==> src/rtl/invcnt_pkg.sv <==
// ----------------------------------------------------------------------------
// Inversion counter package
// Shared constants and the control group that travels with each request
// along the row of comparison cells.
// ----------------------------------------------------------------------------
package invcnt_pkg;

   localparam int CAPACITY_DEFAULT     = 64;
   localparam int ELEMENT_BITS_DEFAULT = 16;

   localparam int                    COUNT_BITS = 11;
   localparam logic [COUNT_BITS-1:0] COUNT_MAX  = {COUNT_BITS{1'b1}};

   typedef struct packed {
      logic valid;
      logic stored;
      logic last;
   } item_ctrl_type;

endpackage

==> src/rtl/invcnt_cell.sv <==
// ----------------------------------------------------------------------------
// Inversion counter cell
// Holds one element of the current sequence. Each passing request is compared
// with it, claims it if it is empty, and clears it when it closes a sequence.
// ----------------------------------------------------------------------------
module invcnt_cell #(
   parameter int ELEMENT_BITS = invcnt_pkg::ELEMENT_BITS_DEFAULT,
   parameter int CNT_W        = 7
) (
   input  logic                          clock,
   input  logic                          reset,
   input  logic                          advance,
   input  invcnt_pkg::item_ctrl_type     in_ctrl,
   input  logic [ELEMENT_BITS-1:0]       in_element,
   input  logic [CNT_W-1:0]              in_count,
   output invcnt_pkg::item_ctrl_type     out_ctrl,
   output logic [ELEMENT_BITS-1:0]       out_element,
   output logic [CNT_W-1:0]              out_count
);

   logic                      held_valid_ff;
   logic                      held_valid_in;
   logic [ELEMENT_BITS-1:0]   held_ff;
   logic [ELEMENT_BITS-1:0]   held_in;
   invcnt_pkg::item_ctrl_type ctrl_ff;
   invcnt_pkg::item_ctrl_type ctrl_in;
   logic [ELEMENT_BITS-1:0]   element_ff;
   logic [CNT_W-1:0]          count_ff;
   logic [CNT_W-1:0]          count_in;
   logic                      hit;
   logic                      take;

   always_comb begin
      hit  = held_valid_ff && (held_ff > in_element);
      take = in_ctrl.valid && !held_valid_ff && !in_ctrl.stored;

      ctrl_in.valid  = in_ctrl.valid;
      ctrl_in.stored = in_ctrl.stored | take;
      ctrl_in.last   = in_ctrl.last;
      count_in       = in_count + {{(CNT_W-1){1'b0}}, hit};

      held_valid_in = held_valid_ff;
      if (in_ctrl.valid) begin
         if (in_ctrl.last) begin
            held_valid_in = 1'b0;
         end else if (take) begin
            held_valid_in = 1'b1;
         end
      end
      held_in = take ? in_element : held_ff;
   end

   always_ff @(posedge clock) begin
      if (reset) begin
         held_valid_ff <= 1'b0;
         ctrl_ff       <= '0;
      end else if (advance) begin
         held_valid_ff <= held_valid_in;
         ctrl_ff       <= ctrl_in;
      end
   end

   always_ff @(posedge clock) begin
      if (advance) begin
         held_ff    <= held_in;
         element_ff <= in_element;
         count_ff   <= count_in;
      end
   end

   assign out_ctrl    = ctrl_ff;
   assign out_element = element_ff;
   assign out_count   = count_ff;

endmodule

==> src/rtl/invcnt_accum.sv <==
// ----------------------------------------------------------------------------
// Inversion counter accumulator
// Adds each request's count of greater elements to the saturating running
// count, tracks overflow of the store and holds the response register.
// ----------------------------------------------------------------------------
module invcnt_accum #(
   parameter int CNT_W = 7
) (
   input  logic                                clock,
   input  logic                                reset,
   input  logic                                advance,
   input  invcnt_pkg::item_ctrl_type           in_ctrl,
   input  logic [CNT_W-1:0]                    in_count,
   output logic                                rsp_valid,
   output logic [invcnt_pkg::COUNT_BITS-1:0]   rsp_inversions,
   output logic                                rsp_sequence_done,
   output logic                                rsp_overflow
);

   localparam int SUM_W = invcnt_pkg::COUNT_BITS + 1;

   logic [invcnt_pkg::COUNT_BITS-1:0] running_ff;
   logic [invcnt_pkg::COUNT_BITS-1:0] running_in;
   logic                              ovf_seen_ff;
   logic                              ovf_seen_in;
   logic                              rsp_valid_ff;
   logic [invcnt_pkg::COUNT_BITS-1:0] inversions_ff;
   logic [invcnt_pkg::COUNT_BITS-1:0] inversions_in;
   logic                              done_ff;
   logic                              overflow_ff;
   logic                              overflow_in;
   logic [SUM_W-1:0]                  sum;
   logic                              take_item;

   always_comb begin
      take_item = advance && in_ctrl.valid;
      sum = {1'b0, running_ff} + SUM_W'(in_count);
      if (sum[SUM_W-1]) begin
         inversions_in = invcnt_pkg::COUNT_MAX;
      end else begin
         inversions_in = sum[invcnt_pkg::COUNT_BITS-1:0];
      end
      overflow_in = ovf_seen_ff | ~in_ctrl.stored;
      if (in_ctrl.last) begin
         running_in  = '0;
         ovf_seen_in = 1'b0;
      end else begin
         running_in  = inversions_in;
         ovf_seen_in = overflow_in;
      end
   end

   always_ff @(posedge clock) begin
      if (reset) begin
         running_ff   <= '0;
         ovf_seen_ff  <= 1'b0;
         rsp_valid_ff <= 1'b0;
      end else begin
         if (advance) begin
            rsp_valid_ff <= in_ctrl.valid;
         end
         if (take_item) begin
            running_ff  <= running_in;
            ovf_seen_ff <= ovf_seen_in;
         end
      end
   end

   always_ff @(posedge clock) begin
      if (take_item) begin
         inversions_ff <= inversions_in;
         done_ff       <= in_ctrl.last;
         overflow_ff   <= overflow_in;
      end
   end

   assign rsp_valid         = rsp_valid_ff;
   assign rsp_inversions    = inversions_ff;
   assign rsp_sequence_done = done_ff;
   assign rsp_overflow      = overflow_ff;

   a_clear_after_last : assert property (@(posedge clock) disable iff (reset)
      (take_item && in_ctrl.last) |=> (running_ff == '0 && !ovf_seen_ff))
      else $error("Running state not cleared after the last request.");

   a_overflow_reported : assert property (@(posedge clock) disable iff (reset)
      (take_item && !in_ctrl.stored) |=> (rsp_valid && rsp_overflow))
      else $error("Unstored request not reported as overflow.");

   a_count_monotonic : assert property (@(posedge clock) disable iff (reset)
      (take_item && !in_ctrl.last) |=> (running_ff >= $past(running_ff)))
      else $error("Running count decreased within a sequence.");

   a_response_matches : assert property (@(posedge clock) disable iff (reset)
      (take_item && !in_ctrl.last) |=> (rsp_inversions == running_ff))
      else $error("Response count differs from running count.");

endmodule

==> src/rtl/inversion_counter.sv <==
// ----------------------------------------------------------------------------
// Inversion counter
// Streaming count of the pairs in a sequence where an earlier element is
// strictly greater than a later one.
// ----------------------------------------------------------------------------
// Each request passes along a row of CAPACITY cells, one cell per cycle unless
// stalled. Every cell holds one earlier element of the sequence, counts the
// request if that element is greater, and the first empty cell keeps the new
// element. A new request is taken every cycle unless stalled, and its response
// comes out of the response register after the cell row; the whole row stalls
// while a response waits. A request marked final closes the sequence and
// empties each cell as it passes, so no clearing pass is needed after reset.
// Elements beyond CAPACITY are still counted but not kept, and raise the
// overflow flag until the sequence ends. The count saturates at 2047.
module inversion_counter #(
   parameter int CAPACITY     = invcnt_pkg::CAPACITY_DEFAULT,
   parameter int ELEMENT_BITS = invcnt_pkg::ELEMENT_BITS_DEFAULT
) (
   input  logic                                clock,
   input  logic                                reset,
   input  logic                                req_valid,
   output logic                                req_ready,
   input  logic [ELEMENT_BITS-1:0]             req_element,
   input  logic                                req_final_req,
   output logic                                rsp_valid,
   input  logic                                rsp_ready,
   output logic [invcnt_pkg::COUNT_BITS-1:0]   rsp_inversions,
   output logic                                rsp_sequence_done,
   output logic                                rsp_overflow
);

   localparam int CNT_W = $clog2(CAPACITY + 1);

   invcnt_pkg::item_ctrl_type ctrl_w    [0:CAPACITY];
   logic [ELEMENT_BITS-1:0]   element_w [0:CAPACITY];
   logic [CNT_W-1:0]          count_w   [0:CAPACITY];
   logic                      advance;

   assign advance   = !rsp_valid || rsp_ready;
   assign req_ready = advance;

   assign ctrl_w[0]    = '{valid: req_valid, stored: 1'b0, last: req_final_req};
   assign element_w[0] = req_element;
   assign count_w[0]   = '0;

   for (genvar i = 0; i < CAPACITY; i++) begin : g_cell
      invcnt_cell #(
         .ELEMENT_BITS (ELEMENT_BITS),
         .CNT_W        (CNT_W)
      ) u_cell (
         .clock       (clock),
         .reset       (reset),
         .advance     (advance),
         .in_ctrl     (ctrl_w[i]),
         .in_element  (element_w[i]),
         .in_count    (count_w[i]),
         .out_ctrl    (ctrl_w[i+1]),
         .out_element (element_w[i+1]),
         .out_count   (count_w[i+1])
      );
   end

   invcnt_accum #(
      .CNT_W (CNT_W)
   ) u_accum (
      .clock             (clock),
      .reset             (reset),
      .advance           (advance),
      .in_ctrl           (ctrl_w[CAPACITY]),
      .in_count          (count_w[CAPACITY]),
      .rsp_valid         (rsp_valid),
      .rsp_inversions    (rsp_inversions),
      .rsp_sequence_done (rsp_sequence_done),
      .rsp_overflow      (rsp_overflow)
   );

endmodule
==> config.mk <==
export PLATFORM = sky130hd
export DESIGN_NAME = inversion_counter
export DESIGN_NICKNAME = d
export VERILOG_FILES = /design/src/rtl/invcnt_pkg.sv /design/src/rtl/invcnt_cell.sv /design/src/rtl/invcnt_accum.sv /design/src/rtl/inversion_counter.sv
export SDC_FILE = /design/constraint.sdc
export NUM_CORES = 2
export LEC_CHECK = 0
export BUFFER_PORTS_ARGS = -buffer_cell sky130_fd_sc_hd__buf_2
export CAP_MARGIN = 40
export CORE_MARGIN = 4
export CORE_UTILIZATION = 40
export DETAILED_ROUTE_END_ITERATION = 7
export GPL_TIMING_DRIVEN = 0
export PLACE_DENSITY_LB_ADDON = 0.2
export SLEW_MARGIN = 20
export SYNTH_ARGS = -nofsm -noshare
export SYNTH_HDL_FRONTEND = slang
export SYNTH_SLANG_ARGS = --single-unit
export TNS_END_PERCENT = 100
==> constraint.sdc <==
create_clock -name clock -period 23.5 [get_ports clock]
set_input_delay 3.525 -clock clock [delete_from_list [all_inputs] [get_ports clock]]
set_output_delay 3.525 -clock clock [all_outputs]
set_load 0.02 [all_outputs]
==> results.py <==
metrics = {
    "outcome": {
        "run_status": "finished, final reports clean",
    },
    "sta": {
        "hold_viol": 0,
        "rsz0062_at_grt": "false",
        "final-setup-viol-count": 0,
        "relSlewSlack_pct": 41.57,
        "setup_tns_ps": 0,
        "worstMarginPinSlew_ps": 876.4,
        "post-route-period-util_pct": 44.73,
        "clock.fmax_mhz": 95.13,
        "min_period_ps": 10510,
        "finalMaxSlewViolations": 0,
        "finalClockSkew_ps": 61.54,
    },
    "grt": {
        "grt_max_degree": 158,
        "antenna_found_initial": 3,
        "busiest_layer": "met2",
        "grt_util_met2_pct": 23.62,
        "grt_pass1_wl_um": 342900,
        "overflow": 0,
        "use_met3_pct": 1.931,
        "grt_pass1_vias": 64730,
        "met1_usage_pct": 18.55,
        "grt_usage_pct": 13.96,
    },
    "placement": {
        "dpl-instance-area_um2": 122800,
        "globalplace.congestion": 0.7751,
        "port_buffers": 35,
        "hpwl_um": 147800,
    },
    "run": {
        "cap_viol_max_count": 0,
    },
    "detailed_routing": {
        "routed_wl_um": 211400,
        "drt_iter0_drc": 3641,
        "first_pass_iters": 5,
        "vias": 63180,
        "ant_nets": 0,
        "wl_per_cell_um": 16.57,
        "viasPerCell": 4.951,
        "route.detailed.drc": 0,
    },
    "synthesis": {
        "synth_area_leaders": "edfxtp_1 (64%), ha_1 (12%), dfxtp_1 (4.6%)",
        "synth_area_leader_cell": "edfxtp_1",
        "synth-simple-area-share_pct": 6.161,
        "synth_seq_area_share_pct": 68.48,
        "synthDistinctLibCells": 58,
        "synthAdderAreaFrac_pct": 12.46,
        "synth.most_common_cell": "edfxtp_1",
        "synth_xor_area_share_pct": 2.253,
        "netlist_instances": 8155,
        "async_flop_share_pct": 0,
        "syn_area_per_cell_um2": 14.26,
        "synth_enable_flop_cells": 2472,
        "synth_compound_area_share_pct": 6.468,
        "synth_top_family_by_area": "adder cells",
        "syn_area_um2": 116300,
        "synthFlopType": "edfxtp_1",
        "synth_nets": 9333,
        "synth_commonest_cells": "edfxtp_1 (2472), inv_1 (1189), ha_1 (1156)",
        "synthMuxAreaShare_pct": 0.009686,
        "synth_top_area_share_pct": 63.85,
        "ys_ff_latch": 2741,
        "ys_warn_count": 0,
    },
    "worst_hold_path": {
        "hp-class": "reg -> reg",
        "whs_endpoint": "g_cell[63].u_cell.held_ff[10]",
        "worstHoldPathCells": 0,
        "worstHoldStart": "g_cell[62].u_cell.out_element[10]",
    },
    "critical_path": {
        "crit_arrival_ps": 6990,
        "required_ps": 19980,
        "critPathMaxFanout": 137,
        "reg2reg_from": "u_accum.rsp_valid",
        "critPathKind": "in -> out",
        "rrSetupSlack_ps": 19490,
        "reg2reg_depth": 9,
        "end_kind": "output pin",
        "r2r-end": "g_cell[15].u_cell.out_element[10]",
        "start_kind": "input pin",
        "crit_path_start": "rsp_ready",
    },
    "cts": {
        "cts_root_buf": "clkbuf_16",
        "numCtsBuffers": 297,
        "path_clk_slew_ps": 60,
        "post_cts_resize_count": 0,
        "cts_tree": "yes",
        "htreeDepth": 5,
        "cts_setup_buffers": 0,
        "postCtsHoldBufs": 0,
        "clock_sinks": 2741,
        "clock_path_buffers": 4,
        "clk_latency_ps": 890,
    },
    "power_and_ir_drop": {
        "power.density_nw_per_um2": 77.07,
        "ir_drop_v": 0.00005261,
        "power_leakage_nw": 53.32,
    },
    "finish": {
        "nNetsFinal": 9828,
        "syn2layout_area_growth_pct": 13.87,
        "final_layout_size_suffix_gt1_share_pct": 8.571,
        "nFillCells": 25230,
        "design_area_um2": 132400,
    },
    "floorplanning": {
        "core_area_um2": 288600,
        "pin_count": 36,
        "rows": 197,
        "die_width_um": 547.1,
        "die_h_um": 547.1,
        "initial_utilization_pct": 40.28,
        "dieArea_um2": 299300,
    },
}
-- state kept, by name, summed over array words and instances, names as in the netlist --
| signal | cells |
|---|---|
| u_accum.ovf_seen_ff | 1 |
| g_cell.u_cell.out_count | 427 |
| u_accum.rsp_sequence_done | 1 |
| u_accum.rsp_valid | 1 |
| u_accum.rsp_overflow | 1 |
| g_cell.u_cell.held_valid_ff | 64 |
| g_cell.u_cell.out_element | 1008 |
| u_accum.rsp_inversions | 11 |
| u_accum.running_ff | 11 |
| g_cell.u_cell.out_ctrl | 192 |
| g_cell.u_cell.held_ff | 1024 |
-- critical path, cell delays in order --
cell and delay (ps):
buf_2 70, nor2b_1 90, buf_2 180, inv_2 90, buf_4 250, buf_2 410, buf_16 360, buf_16 470
buf_16 480, buf_16 520, buf_2 290
-- power breakdown --
| group | internal, mW | switching [mW] |
|---|---|---|
| registers | 5.38 | 0.0739 |
| logic | 0.0859 | 0.117 |
| clock network | 2.66 | 1.88 |
-- placed cells by master, fill, tap and decap left out, types with 42 or more instances in the layout --
master	instances
and3_1	80
o21a_1	69
clkinv_2	42
clkbuf_16	305
edfxtp_1	2472
o21ai_0	188
nor2b_1	72
buf_2	189
nand3_1	330
nor4_2	63
nor2_1	301
ha_1	1156
inv_1	1189
xor2_1	92
nand4_1	141
a311oi_1	63
nand2_1	398
clkbuf_1	115
xnor2_1	207
nor3_1	59
a21o_1	104
dfxtp_1	269
a21oi_1	441
o22ai_1	120
-- how the worst max path moves through the flow --
| stage | depth (start not counted) | endpoint | slack (ps) |
|---|---|---|---|
| CTS | 11 | req_ready | 12730 |
| floorplan | 6 | req_ready | 6650 |
| detailed placement | 11 | req_ready | 12740 |
| global placement | 8 | req_ready | 350 |
| finish | 11 | req_ready | 12990 |
| global route | 11 | req_ready | 12600 |
-- logic make-up after synthesis --
group,after synthesis
buf+inv,1277
xor+xnor,299
flops,2741
fa+ha+maj,1157
simple gates,1501
mux,1
compound gates,1179
-- per-stage QoR --
step	worst slack [ps]	std cells	utilization, %	total power [mW]	hold slack [ps]
after floorplan	6645	8155	-	5.671	426.4
after global placement	351.9	12070	42.02	5.752	435.5
after detailed placement	12740	12230	42.55	5.765	437.8
after CTS	12730	12760	45.85	10.37	442.3
after global routing	12600	12760	45.86	10.62	455.4
final	12990	12760	45.87	10.20	443.8
-- final cells by class --
| class | count | area [um2] | area share, % |
|---|---|---|---|
| Tap cell | 3880 | 4855 | 3.667 |
| Sequential cell | 2741 | 79620 | 60.14 |
| Antenna cell | 3 | 7.507 | 0.005671 |
| Clock buffer | 397 | 8125 | 6.138 |
| Timing Repair Buffer | 196 | 1329 | 1.004 |
| Clock inverter | 131 | 1390 | 1.050 |
| Multi-Input combinational cell | 4137 | 32190 | 24.32 |
| Inverter | 1190 | 4467 | 3.374 |
| Buffer | 87 | 404.1 | 0.3053 |
-- routing by layer --
metal	vias to the layer above	wire (um)
li1	30950	-
met1	30940	95500
met2	901	102000
met3	394	7707
met4	0	6174
met5	-	0
Note: power is estimated with default switching activity, not from simulation.
